$ cat src/nca_pkg.sv
`default_nettype none
// ----------------------------------------------------------------------------
// nca_pkg: shared definitions for the nearest-centroid assignment block
// Word layouts, register indexes, request codes and the sequencer state type.
// ----------------------------------------------------------------------------
package nca_pkg;

   // default geometry
   localparam int MAX_CLUSTERS_DEF = 16;
   localparam int DIMS_DEF         = 8;
   localparam int COORD_BITS_DEF   = 16;

   // fixed field widths of the request and response words
   localparam int SLOT_W      = 4;   // centroid_index
   localparam int NUM_COORDS  = 8;   // coordinate fields carried in a request word
   localparam int CIDX_W      = 4;   // cluster_index
   localparam int DIST_OUT_W  = 19;  // nearest_dist
   localparam int COUNT_W     = 16;  // cluster_size
   localparam int RSP_W       = 40;  // 4 + 19 + 16, padded to whole bytes

   // configuration port
   localparam int CSR_ADDR_W  = 1;
   localparam int CSR_DATA_W  = 5;
   localparam int NUMC_W      = 5;
   localparam int DIMS_W      = 4;

   localparam logic [CSR_ADDR_W-1:0] CSR_NUM_CLUSTERS = 1'd0;
   localparam logic [CSR_ADDR_W-1:0] CSR_ACTIVE_DIMS  = 1'd1;

   localparam logic [NUMC_W-1:0] NUM_CLUSTERS_RST = 5'd1;
   localparam logic [DIMS_W-1:0] ACTIVE_DIMS_RST  = 4'd8;

   // request kinds carried in tuser
   localparam logic REQ_LOAD     = 1'b0;
   localparam logic REQ_CLASSIFY = 1'b1;

   localparam logic [COUNT_W-1:0] COUNT_MAX = '1;

   // request word width: slot then eight coordinates, padded to bytes
   function automatic int req_width(int coord_bits);
      return ((SLOT_W + NUM_COORDS * coord_bits + 7) / 8) * 8;
   endfunction

   typedef enum logic [2:0] {
      ST_IDLE,
      ST_SCAN,
      ST_WAIT,
      ST_CNT_RD,
      ST_CNT_WR
   } state_type;

endpackage
`default_nettype wire

$ cat src/nca_ram.sv
`default_nettype none
// ----------------------------------------------------------------------------
// nca_ram: generic simple dual-port RAM
// One write port and one read port, read data registered.
// ----------------------------------------------------------------------------
module nca_ram #(
   parameter int WIDTH = 16,
   parameter int DEPTH = 16
) (
   input  wire logic                     clock,
   input  wire logic                     wr_en,
   input  wire logic [$clog2(DEPTH)-1:0] wr_addr,
   input  wire logic [WIDTH-1:0]         wr_data,
   input  wire logic [$clog2(DEPTH)-1:0] rd_addr,
   output logic      [WIDTH-1:0]         rd_data
);

   logic [WIDTH-1:0] mem_ff [DEPTH];
   logic [WIDTH-1:0] rd_data_ff;

   // write port
   always_ff @(posedge clock) begin
      if (wr_en) begin
         mem_ff[wr_addr] <= wr_data;
      end
   end

   // registered read
   always_ff @(posedge clock) begin
      rd_data_ff <= mem_ff[rd_addr];
   end

   assign rd_data = rd_data_ff;

endmodule
`default_nettype wire

$ cat src/nearest_centroid_assign_manhattan.sv
`default_nettype none
// A load word is written into the centroid RAM when accepted and the block stays ready.
// A classify word is accepted while idle; the distance unit then walks the centroid RAM
// one centroid per cycle over n centroids, n being num_clusters held to 1..MAX_CLUSTERS,
// and the winner's count is read, bumped and registered into the response word. No request
// is taken meanwhile; a response still waiting holds the next classify at its count update.
// Reset (synchronous): registers to num_clusters 1 / active_dims 8, all member counts zero.
// ----------------------------------------------------------------------------
// nearest_centroid_assign_manhattan: Lloyd assignment step, L1 distance
// Loads centroids into a RAM, and for each point walks the active centroids
// through a shared distance unit, keeps the nearest and bumps its count.
// ----------------------------------------------------------------------------
module nearest_centroid_assign_manhattan #(
   parameter int MAX_CLUSTERS = nca_pkg::MAX_CLUSTERS_DEF,
   parameter int DIMS         = nca_pkg::DIMS_DEF,
   parameter int COORD_BITS   = nca_pkg::COORD_BITS_DEF
) (
   input  wire logic                                      clock,
   input  wire logic                                      reset,
   // request stream
   input  wire logic                                      req_tvalid,
   output logic                                           req_tready,
   // tdata: centroid_index, coord_0 .. coord_7, zero pad
   input  wire logic [nca_pkg::req_width(COORD_BITS)-1:0] req_tdata,
   // tuser: req_type
   input  wire logic                                      req_tuser,
   input  wire logic                                      req_tlast,
   // response stream
   output logic                                           rsp_tvalid,
   input  wire logic                                      rsp_tready,
   // tdata: cluster_index, nearest_dist, cluster_size, zero pad
   output logic      [nca_pkg::RSP_W-1:0]                 rsp_tdata,
   output logic                                           rsp_tlast,
   // register write channel
   input  wire logic                                      csr_valid,
   output logic                                           csr_ready,
   input  wire logic [nca_pkg::CSR_ADDR_W-1:0]            csr_index,
   input  wire logic [nca_pkg::CSR_DATA_W-1:0]            csr_wdata
);

   import nca_pkg::*;

   localparam int IDXW  = $clog2(MAX_CLUSTERS);
   localparam int ROWW  = DIMS * COORD_BITS;
   localparam int DISTW = COORD_BITS + $clog2(DIMS + 1);

   // --------------------------------------------------------------------
   // declarations
   // --------------------------------------------------------------------
   state_type state_ff, state_in;

   logic [NUMC_W-1:0]     num_clusters_ff, num_clusters_in;
   logic [DIMS_W-1:0]     active_dims_ff, active_dims_in;

   logic                  req_acc, load_acc, cls_acc;
   logic                  issue, finish, out_free;

   logic [SLOT_W-1:0]     slot;
   logic [IDXW-1:0]       slot_idx;
   logic                  slot_ok;
   logic [ROWW-1:0]       row_data;

   logic [ROWW-1:0]       point_ff, point_in;
   logic                  last_ff, last_in;
   logic [DIMS-1:0]       lane_en_ff, lane_en_in;
   logic [IDXW-1:0]       nc_last_ff, nc_last_in;
   logic [DIMS_W-1:0]     nd_eff;
   logic [IDXW-1:0]       k_ff, k_in;

   logic [ROWW-1:0]       cen_rd;

   logic                  p1_vld_ff, p1_vld_in;
   logic [IDXW-1:0]       p1_idx_ff;
   logic                  p1_last_ff;
   logic                  p2_vld_ff, p2_vld_in;
   logic [IDXW-1:0]       p2_idx_ff;
   logic                  p2_last_ff;
   logic [COORD_BITS-1:0] abs_ff [DIMS];
   logic [COORD_BITS-1:0] abs_in [DIMS];
   logic                  p3_vld_ff, p3_vld_in;
   logic [IDXW-1:0]       p3_idx_ff;
   logic                  p3_last_ff;
   logic [DISTW-1:0]      sum_ff, sum_in;

   logic [DISTW-1:0]      best_dist_ff, best_dist_in;
   logic [IDXW-1:0]       best_idx_ff, best_idx_in;

   logic [MAX_CLUSTERS-1:0] cnt_vld_ff, cnt_vld_in;
   logic [COUNT_W-1:0]    cnt_rd, cnt_cur, cnt_new;

   logic                  rsp_valid_ff, rsp_valid_in;
   logic [CIDX_W-1:0]     out_idx_ff;
   logic [DIST_OUT_W-1:0] out_dist_ff;
   logic [COUNT_W-1:0]    out_cnt_ff;
   logic                  out_last_ff;
   logic [IDXW+CIDX_W-1:0]       idx_wide;
   logic [DISTW+DIST_OUT_W-1:0]  dist_wide;
   logic [IDXW+SLOT_W-1:0]       slot_wide;

   // --------------------------------------------------------------------
   // request decode
   // --------------------------------------------------------------------
   assign req_acc  = req_tvalid && req_tready;
   assign load_acc = req_acc && (req_tuser == REQ_LOAD);
   assign cls_acc  = req_acc && (req_tuser == REQ_CLASSIFY);

   assign slot      = req_tdata[SLOT_W-1:0];
   assign slot_wide = {{IDXW{1'b0}}, slot};
   assign slot_idx  = slot_wide[IDXW-1:0];
   assign slot_ok   = (32'(slot) < 32'(MAX_CLUSTERS));

   // first DIMS coordinates, packed one per lane
   always_comb begin
      for (int d = 0; d < DIMS; d++) begin
         row_data[d*COORD_BITS +: COORD_BITS] = req_tdata[SLOT_W + d*COORD_BITS +: COORD_BITS];
      end
   end

   // --------------------------------------------------------------------
   // configuration registers
   // --------------------------------------------------------------------
   assign csr_ready = 1'b1;

   always_comb begin
      num_clusters_in = num_clusters_ff;
      active_dims_in  = active_dims_ff;
      if (csr_valid && csr_ready) begin
         case (csr_index)
            CSR_NUM_CLUSTERS: num_clusters_in = csr_wdata[NUMC_W-1:0];
            CSR_ACTIVE_DIMS:  active_dims_in  = csr_wdata[DIMS_W-1:0];
            default: ;
         endcase
      end
   end

   // --------------------------------------------------------------------
   // sequencer: next state
   // --------------------------------------------------------------------
   always_comb begin
      state_in = state_ff;
      case (state_ff)
         ST_IDLE:   if (cls_acc) state_in = ST_SCAN;
         ST_SCAN:   if (k_ff == nc_last_ff) state_in = ST_WAIT;
         ST_WAIT:   if (p3_vld_ff && p3_last_ff) state_in = ST_CNT_RD;
         ST_CNT_RD: state_in = ST_CNT_WR;
         ST_CNT_WR: if (out_free) state_in = ST_IDLE;
         default:   state_in = ST_IDLE;
      endcase
   end

   // sequencer: outputs
   always_comb begin
      req_tready = 1'b0;
      issue      = 1'b0;
      finish     = 1'b0;
      case (state_ff)
         ST_IDLE:   req_tready = 1'b1;
         ST_SCAN:   issue      = 1'b1;
         ST_CNT_WR: finish     = out_free;
         default: ;
      endcase
   end

   // --------------------------------------------------------------------
   // point capture and effective counts
   // --------------------------------------------------------------------
   always_comb begin
      nd_eff = active_dims_ff;
      if (active_dims_ff == '0) begin
         nd_eff = DIMS_W'(1);
      end else if (32'(active_dims_ff) > 32'(DIMS)) begin
         nd_eff = DIMS_W'(DIMS);
      end
   end

   always_comb begin
      point_in   = point_ff;
      last_in    = last_ff;
      lane_en_in = lane_en_ff;
      nc_last_in = nc_last_ff;
      if (cls_acc) begin
         point_in = row_data;
         last_in  = req_tlast;
         for (int d = 0; d < DIMS; d++) begin
            lane_en_in[d] = (32'(d) < 32'(nd_eff));
         end
         if (num_clusters_ff == '0) begin
            nc_last_in = '0;
         end else if (32'(num_clusters_ff) > 32'(MAX_CLUSTERS)) begin
            nc_last_in = IDXW'(MAX_CLUSTERS - 1);
         end else begin
            nc_last_in = IDXW'(32'(num_clusters_ff) - 32'd1);
         end
      end
   end

   // centroid walk counter
   always_comb begin
      k_in = k_ff;
      if (cls_acc) begin
         k_in = '0;
      end else if (issue) begin
         k_in = k_ff + IDXW'(1);
      end
   end

   // --------------------------------------------------------------------
   // centroid RAM
   // --------------------------------------------------------------------
   nca_ram #(
      .WIDTH (ROWW),
      .DEPTH (MAX_CLUSTERS)
   ) u_cen_ram (
      .clock   (clock),
      .wr_en   (load_acc && slot_ok),
      .wr_addr (slot_idx),
      .wr_data (row_data),
      .rd_addr (k_ff),
      .rd_data (cen_rd)
   );

   // --------------------------------------------------------------------
   // distance unit: lane differences, then lane sum, then compare
   // --------------------------------------------------------------------
   assign p1_vld_in = issue;
   assign p2_vld_in = p1_vld_ff;
   assign p3_vld_in = p2_vld_ff;

   always_comb begin
      logic signed [COORD_BITS:0] a, b, diff;
      for (int d = 0; d < DIMS; d++) begin
         a    = {point_ff[d*COORD_BITS + COORD_BITS-1], point_ff[d*COORD_BITS +: COORD_BITS]};
         b    = {cen_rd[d*COORD_BITS + COORD_BITS-1], cen_rd[d*COORD_BITS +: COORD_BITS]};
         diff = a - b;
         if (!lane_en_ff[d]) begin
            abs_in[d] = '0;
         end else if (diff[COORD_BITS]) begin
            abs_in[d] = COORD_BITS'(-diff);
         end else begin
            abs_in[d] = diff[COORD_BITS-1:0];
         end
      end
   end

   always_comb begin
      sum_in = '0;
      for (int d = 0; d < DIMS; d++) begin
         sum_in = sum_in + {{(DISTW-COORD_BITS){1'b0}}, abs_ff[d]};
      end
   end

   // running minimum, lowest index kept on ties
   always_comb begin
      best_dist_in = best_dist_ff;
      best_idx_in  = best_idx_ff;
      if (p3_vld_ff && ((p3_idx_ff == '0) || (sum_ff < best_dist_ff))) begin
         best_dist_in = sum_ff;
         best_idx_in  = p3_idx_ff;
      end
   end

   // --------------------------------------------------------------------
   // member counts: RAM plus a valid bit per cluster
   // --------------------------------------------------------------------
   nca_ram #(
      .WIDTH (COUNT_W),
      .DEPTH (MAX_CLUSTERS)
   ) u_cnt_ram (
      .clock   (clock),
      .wr_en   (finish),
      .wr_addr (best_idx_ff),
      .wr_data (cnt_new),
      .rd_addr (best_idx_ff),
      .rd_data (cnt_rd)
   );

   assign cnt_cur = cnt_vld_ff[best_idx_ff] ? cnt_rd : '0;
   assign cnt_new = (cnt_cur == COUNT_MAX) ? cnt_cur : cnt_cur + COUNT_W'(1);

   always_comb begin
      cnt_vld_in = cnt_vld_ff;
      if (load_acc && slot_ok) begin
         cnt_vld_in[slot_idx] = 1'b0;
      end
      if (finish) begin
         cnt_vld_in[best_idx_ff] = 1'b1;
      end
   end

   // --------------------------------------------------------------------
   // output register
   // --------------------------------------------------------------------
   assign out_free  = !rsp_valid_ff || rsp_tready;
   assign idx_wide  = {{CIDX_W{1'b0}}, best_idx_ff};
   assign dist_wide = {{DIST_OUT_W{1'b0}}, best_dist_ff};

   always_comb begin
      rsp_valid_in = rsp_valid_ff;
      if (finish) begin
         rsp_valid_in = 1'b1;
      end else if (rsp_tready) begin
         rsp_valid_in = 1'b0;
      end
   end

   assign rsp_tvalid = rsp_valid_ff;
   assign rsp_tdata  = {1'b0, out_cnt_ff, out_dist_ff, out_idx_ff};
   assign rsp_tlast  = out_last_ff;

   // --------------------------------------------------------------------
   // registers
   // --------------------------------------------------------------------
   always_ff @(posedge clock) begin
      if (reset) begin
         state_ff        <= ST_IDLE;
         num_clusters_ff <= NUM_CLUSTERS_RST;
         active_dims_ff  <= ACTIVE_DIMS_RST;
         p1_vld_ff       <= 1'b0;
         p2_vld_ff       <= 1'b0;
         p3_vld_ff       <= 1'b0;
         cnt_vld_ff      <= '0;
         rsp_valid_ff    <= 1'b0;
      end else begin
         state_ff        <= state_in;
         num_clusters_ff <= num_clusters_in;
         active_dims_ff  <= active_dims_in;
         p1_vld_ff       <= p1_vld_in;
         p2_vld_ff       <= p2_vld_in;
         p3_vld_ff       <= p3_vld_in;
         cnt_vld_ff      <= cnt_vld_in;
         rsp_valid_ff    <= rsp_valid_in;
      end
   end

   // payload, no reset
   always_ff @(posedge clock) begin
      point_ff     <= point_in;
      last_ff      <= last_in;
      lane_en_ff   <= lane_en_in;
      nc_last_ff   <= nc_last_in;
      k_ff         <= k_in;
      p1_idx_ff    <= k_ff;
      p1_last_ff   <= (k_ff == nc_last_ff);
      p2_idx_ff    <= p1_idx_ff;
      p2_last_ff   <= p1_last_ff;
      abs_ff       <= abs_in;
      p3_idx_ff    <= p2_idx_ff;
      p3_last_ff   <= p2_last_ff;
      sum_ff       <= sum_in;
      best_dist_ff <= best_dist_in;
      best_idx_ff  <= best_idx_in;
      if (finish) begin
         out_idx_ff  <= idx_wide[CIDX_W-1:0];
         out_dist_ff <= dist_wide[DIST_OUT_W-1:0];
         out_cnt_ff  <= cnt_new;
         out_last_ff <= last_ff;
      end
   end

   // --------------------------------------------------------------------
   // assertions
   // --------------------------------------------------------------------
   // distance pipeline only runs during a scan
   a_pipe_in_scan: assert property (@(posedge clock) disable iff (reset)
      p3_vld_ff |-> (state_ff == ST_SCAN || state_ff == ST_WAIT))
      else $error("distance pipeline active outside a scan");

   // count read is always followed by the count update state
   a_cnt_seq: assert property (@(posedge clock) disable iff (reset)
      (state_ff == ST_CNT_RD) |=> (state_ff == ST_CNT_WR))
      else $error("count read not followed by update");

   // chosen cluster lies within the searched range
   a_best_range: assert property (@(posedge clock) disable iff (reset)
      finish |-> (best_idx_ff <= nc_last_ff))
      else $error("chosen cluster beyond searched range");

   // a freshly issued response always reports a non-zero member count
   a_cnt_nonzero: assert property (@(posedge clock) disable iff (reset)
      finish |=> (rsp_tvalid && out_cnt_ff != '0))
      else $error("response with zero member count");

   // no request taken while a classify is in flight
   a_busy: assert property (@(posedge clock) disable iff (reset)
      (p1_vld_ff || p2_vld_ff || p3_vld_ff) |-> !req_tready)
      else $error("request accepted during a scan");

endmodule
`default_nettype wire
$ cat config.mk
export PLATFORM = sky130hd
export DESIGN_NAME = nearest_centroid_assign_manhattan
export DESIGN_NICKNAME = d
export VERILOG_FILES = /design/src/nca_pkg.sv /design/src/nca_ram.sv /design/src/nearest_centroid_assign_manhattan.sv
export SDC_FILE = /design/constraint.sdc
export NUM_CORES = 2
export LEC_CHECK = 0
export ABC_AREA = 1
export BUFFER_PORTS_ARGS = -buffer_cell sky130_fd_sc_hd__buf_2
export CORE_ASPECT_RATIO = 0.8
export CORE_MARGIN = 4
export CORE_UTILIZATION = 55
export CTS_CLUSTER_SIZE = 30
export DETAILED_ROUTE_END_ITERATION = 7
export PLACE_DENSITY = 0.71
export SKIP_LAST_GASP = 1
export SYNTH_ARGS = -nofsm -noshare
export SYNTH_HDL_FRONTEND = slang
export SYNTH_SLANG_ARGS = --single-unit
export TNS_END_PERCENT = 1
$ cat constraint.sdc
create_clock -name clock -period 21.2 [get_ports clock]
set_input_delay 2.12 -clock clock [delete_from_list [all_inputs] [get_ports clock]]
set_output_delay 2.12 -clock clock [all_outputs]
set_load 0.02 [all_outputs]
==> out/results.txt <==
Slew @ Worst Pin: 1.23 ns
Internal Power: 0.0125 W
FFs w/ async S/R, synth: 0
Crit. End Element: flop
Clock transition at path regs: 0.06 ns
Max Buffers Root-to-Sink: 4
sw power: 0.00833 W
via count: 78800
Post-synth EDFFs: 2508
Max IR drop VDD: 0.540 mV
initial antenna violation count: 52
total wire length: 321 mm
Final Non-Filler Cells: 13000
Period minus WS final: 5.28 ns
Overflow after GRT: 0
postcts setup bufs: 0
Slew headroom: 0.179
hold buffers post-CTS: 0
Ys Warns: 0
final core utilization: 0.614
filler cell count: 16000
pre-CTS setup slack: 15.28 ns
crit path kind: reg -> reg
CTS resizes: 0
IO buf count: 186
First DRT Iteration DRCs: 9088
clock sink count: 2850
crit path launch type: flop
Post-route DRC: 0
post-synthesis register bit count: 2850
first-pass GRT wire length: 474 mm
Min-Delay Path Class: reg -> reg
worst-skew pair later-pin latency: 0.94 ns
GR Util All Layers: 0.283
Yosys cell types: 51
Final WS setup: 15.92 ns
final max-slew violation count: 0
sequential area share after synthesis: 0.699
Cells after DPL: 12500
r2r setup slk: 15.92 ns
Rows: 151
leakage power: 47.0 nW
Most Frequent Cell on Critical Path: nand2_1
Max stage delay on crit path: 0.90 ns
clk_skew: 0.0545 ns
Avg Inst Size Synth: 12.0 sq um
CTS tree: built
Synth-to-Final Area Change: 10.7%
Comb pwr share: 0.440
critical-path cell list: buf_4, nor2_4, buf_4, nand2_1, nand4_1, nand2_1, nand2_2, inv_1, nand2_2, nand2_1, inv_1, ha_1, nand2_1, inv_1, nand2_1, inv_1, nand2_1, inv_2, nand2_4, nand2_1, nand2_1
Max Cap Violations: 0
fin crit share: 0.249
Fmax: 0.189 GHz
Fin Setup TNS: 0 ns
Pre-antenna DRT Iters: 6
Primary FF master, synth: edfxtp_1
Seq pwr share: 0.328
Mapped Area: 118000 sq um
final setup violation count: 0
die width: 525 microns
CTS Buf Count: 291
most frequent cells in the layout: edfxtp_1 (2508), nor2_1 (1449), o21ai_0 (1291)
routed vias/inst: 6.07
core area: 212000 sq um
share of power burned in the clock network: 0.232
cells after synthesis: 9819
Routed WL per cell: 24.7 microns
vias in the first global route: 74100
largest net degree at the start of global routing: 194
worst hold start: p1_idx_ff[1]
Hold Fails Final Rpt: 0
Critical path origin: best_idx_ff[0]
CP max FO: 75
HPWL Detailed: 186 mm
status: completed
Initial Utilization: 0.554
height of the die: 422 microns
Routed Antenna Nets: 0
Placer Congestion: 0.924
Reg-to-Reg Start: best_idx_ff[0]
Pwr Density: 160 nW/um^2
Final nets: 10300
WP data required: 21.69 ns
RSZ-0062 raised after global routing: false
Worst path slowest cell: nor2_4
CTS H-Tree Depth: 5
die area: 221000 sq um
IO Pins: 193
layout cell share with drive strength beyond 1: 0.0727
switching share of power: 0.400
WP data arrival: 5.77 ns
clock root cell: clkbuf_16
commonest non-fill, non-tap cell in the layout: edfxtp_1
-- kinds of logic after synthesis --
family                   share of synthesized area
other                                    0.0000639
multiplexers                               0.00119
flip-flops                                   0.699
buffers and inverters                       0.0413
adder cells (fa/ha/maj)                     0.0363
AND/OR/NAND/NOR                              0.105
AO/OA/AOI/OAI                                0.115
XOR/XNOR                                   0.00246
-- path summary, 6_finish.rpt --
| path | depth (start not counted) | endpoint |
|---|---|---|
| max | 21 | out_cnt_ff[1] |
| min | 0 | p2_idx_ff[1] |
| max reg2reg | 21 | out_cnt_ff[1] |
| min reg2reg | 0 | p2_idx_ff[1] |
-- layer usage --
layer,vias up,track usage,routed length (microns)
met1,38800,0.416,134000
met4,10,0.0829,9760
met3,634,0.0579,33600
li1,35500,-,-
met2,3935,0.431,144000
met5,-,0,68
-- cells in the mapped netlist (4+ instances only) --
library cell | number | area (sq um)
buf_1 | 45 | 169
o31ai_1 | 7 | 52.6
a21boi_0 | 4 | 30.0
edfxtp_1 | 2508 | 75300
inv_2 | 5 | 18.8
xor2_1 | 24 | 210
dfxtp_1 | 342 | 6850
nor2_1 | 1469 | 5510
nand2_1 | 1028 | 3860
nand3b_1 | 28 | 210
or2_2 | 8 | 50.1
a211oi_1 | 14 | 105
nand3_1 | 357 | 1790
o211ai_1 | 78 | 586
o21a_1 | 7 | 52.6
mux2i_1 | 14 | 140
nor2_4 | 4 | 45.0
nor3_1 | 44 | 220
buf_2 | 39 | 195
and2_1 | 10 | 62.6
inv_1 | 774 | 2910
a22oi_1 | 64 | 480
o22ai_1 | 329 | 2060
nor2_2 | 6 | 37.5
o221ai_1 | 231 | 2020
nand4_1 | 44 | 275
or4_1 | 17 | 128
xnor2_1 | 9 | 78.8
o21ai_0 | 1291 | 6460
a21o_1 | 7 | 52.6
fa_1 | 103 | 2060
clkbuf_1 | 404 | 1520
nand2_2 | 6 | 37.5
a21oi_1 | 222 | 1110
nand3_2 | 5 | 50.1
ha_1 | 176 | 2200
a31oi_1 | 66 | 413
-- metrics by stage --
stage	total power, W	area [sq um]	hold slack [ns]
2_1_floorplan	0.0134	118000	0.310
3_3_place_gp	0.0159	121000	0.311
3_5_place_dp	0.0160	121000	0.313
4_1_cts	0.0208	130000	0.320
5_1_grt	0.0224	130000	0.329
6_report	0.0208	130000	0.309
-- critical path: cells and delay by family, from the launching register on --
kind | cells | cell delay, ns
adders and majority gates | 1 | 0.26
buffers and inverters | 7 | 1.55
DFF | 1 | 0.37
and+or+nand+nor | 13 | 2.56
-- layout make-up --
class	instances	area [sq um]	share of cell area
flip-flops and latches	2850	82200	0.631
multi-input cells	5695	30700	0.236
clock buffers	420	8030	0.0617
well taps	2830	3540	0.0272
inverters	782	2970	0.0228
repair buffers	299	1900	0.0146
clock inverters	88	781	0.00600
diodes	21	52.6	0.000404
-- state kept, by name (all words and copies together), names as in the netlist, 5 cells and up --
signal	count
point_ff	128
u_cen_ram.mem_ff	2048
out_cnt_ff	16
u_cnt_ram.mem_ff	256
abs_ff	128
cnt_vld_ff	16
best_dist_ff	19
sum_ff	19
lane_en_ff	8
out_dist_ff	19
u_cnt_ram.rd_data	16
u_cen_ram.rd_data	128
num_clusters_ff	5
-- power groups by stage --
stage,registers [W],clock network (W),logic [W]
floorplan,0.00682,0,0.00656
CTS,0.00684,0.00489,0.00910
detailed placement,0.00696,0,0.00904
global placement,0.00695,0,0.00893
finish,0.00684,0.00483,0.00916
global route,0.00686,0.00514,0.0104
(Power assumes the default switching activity.)
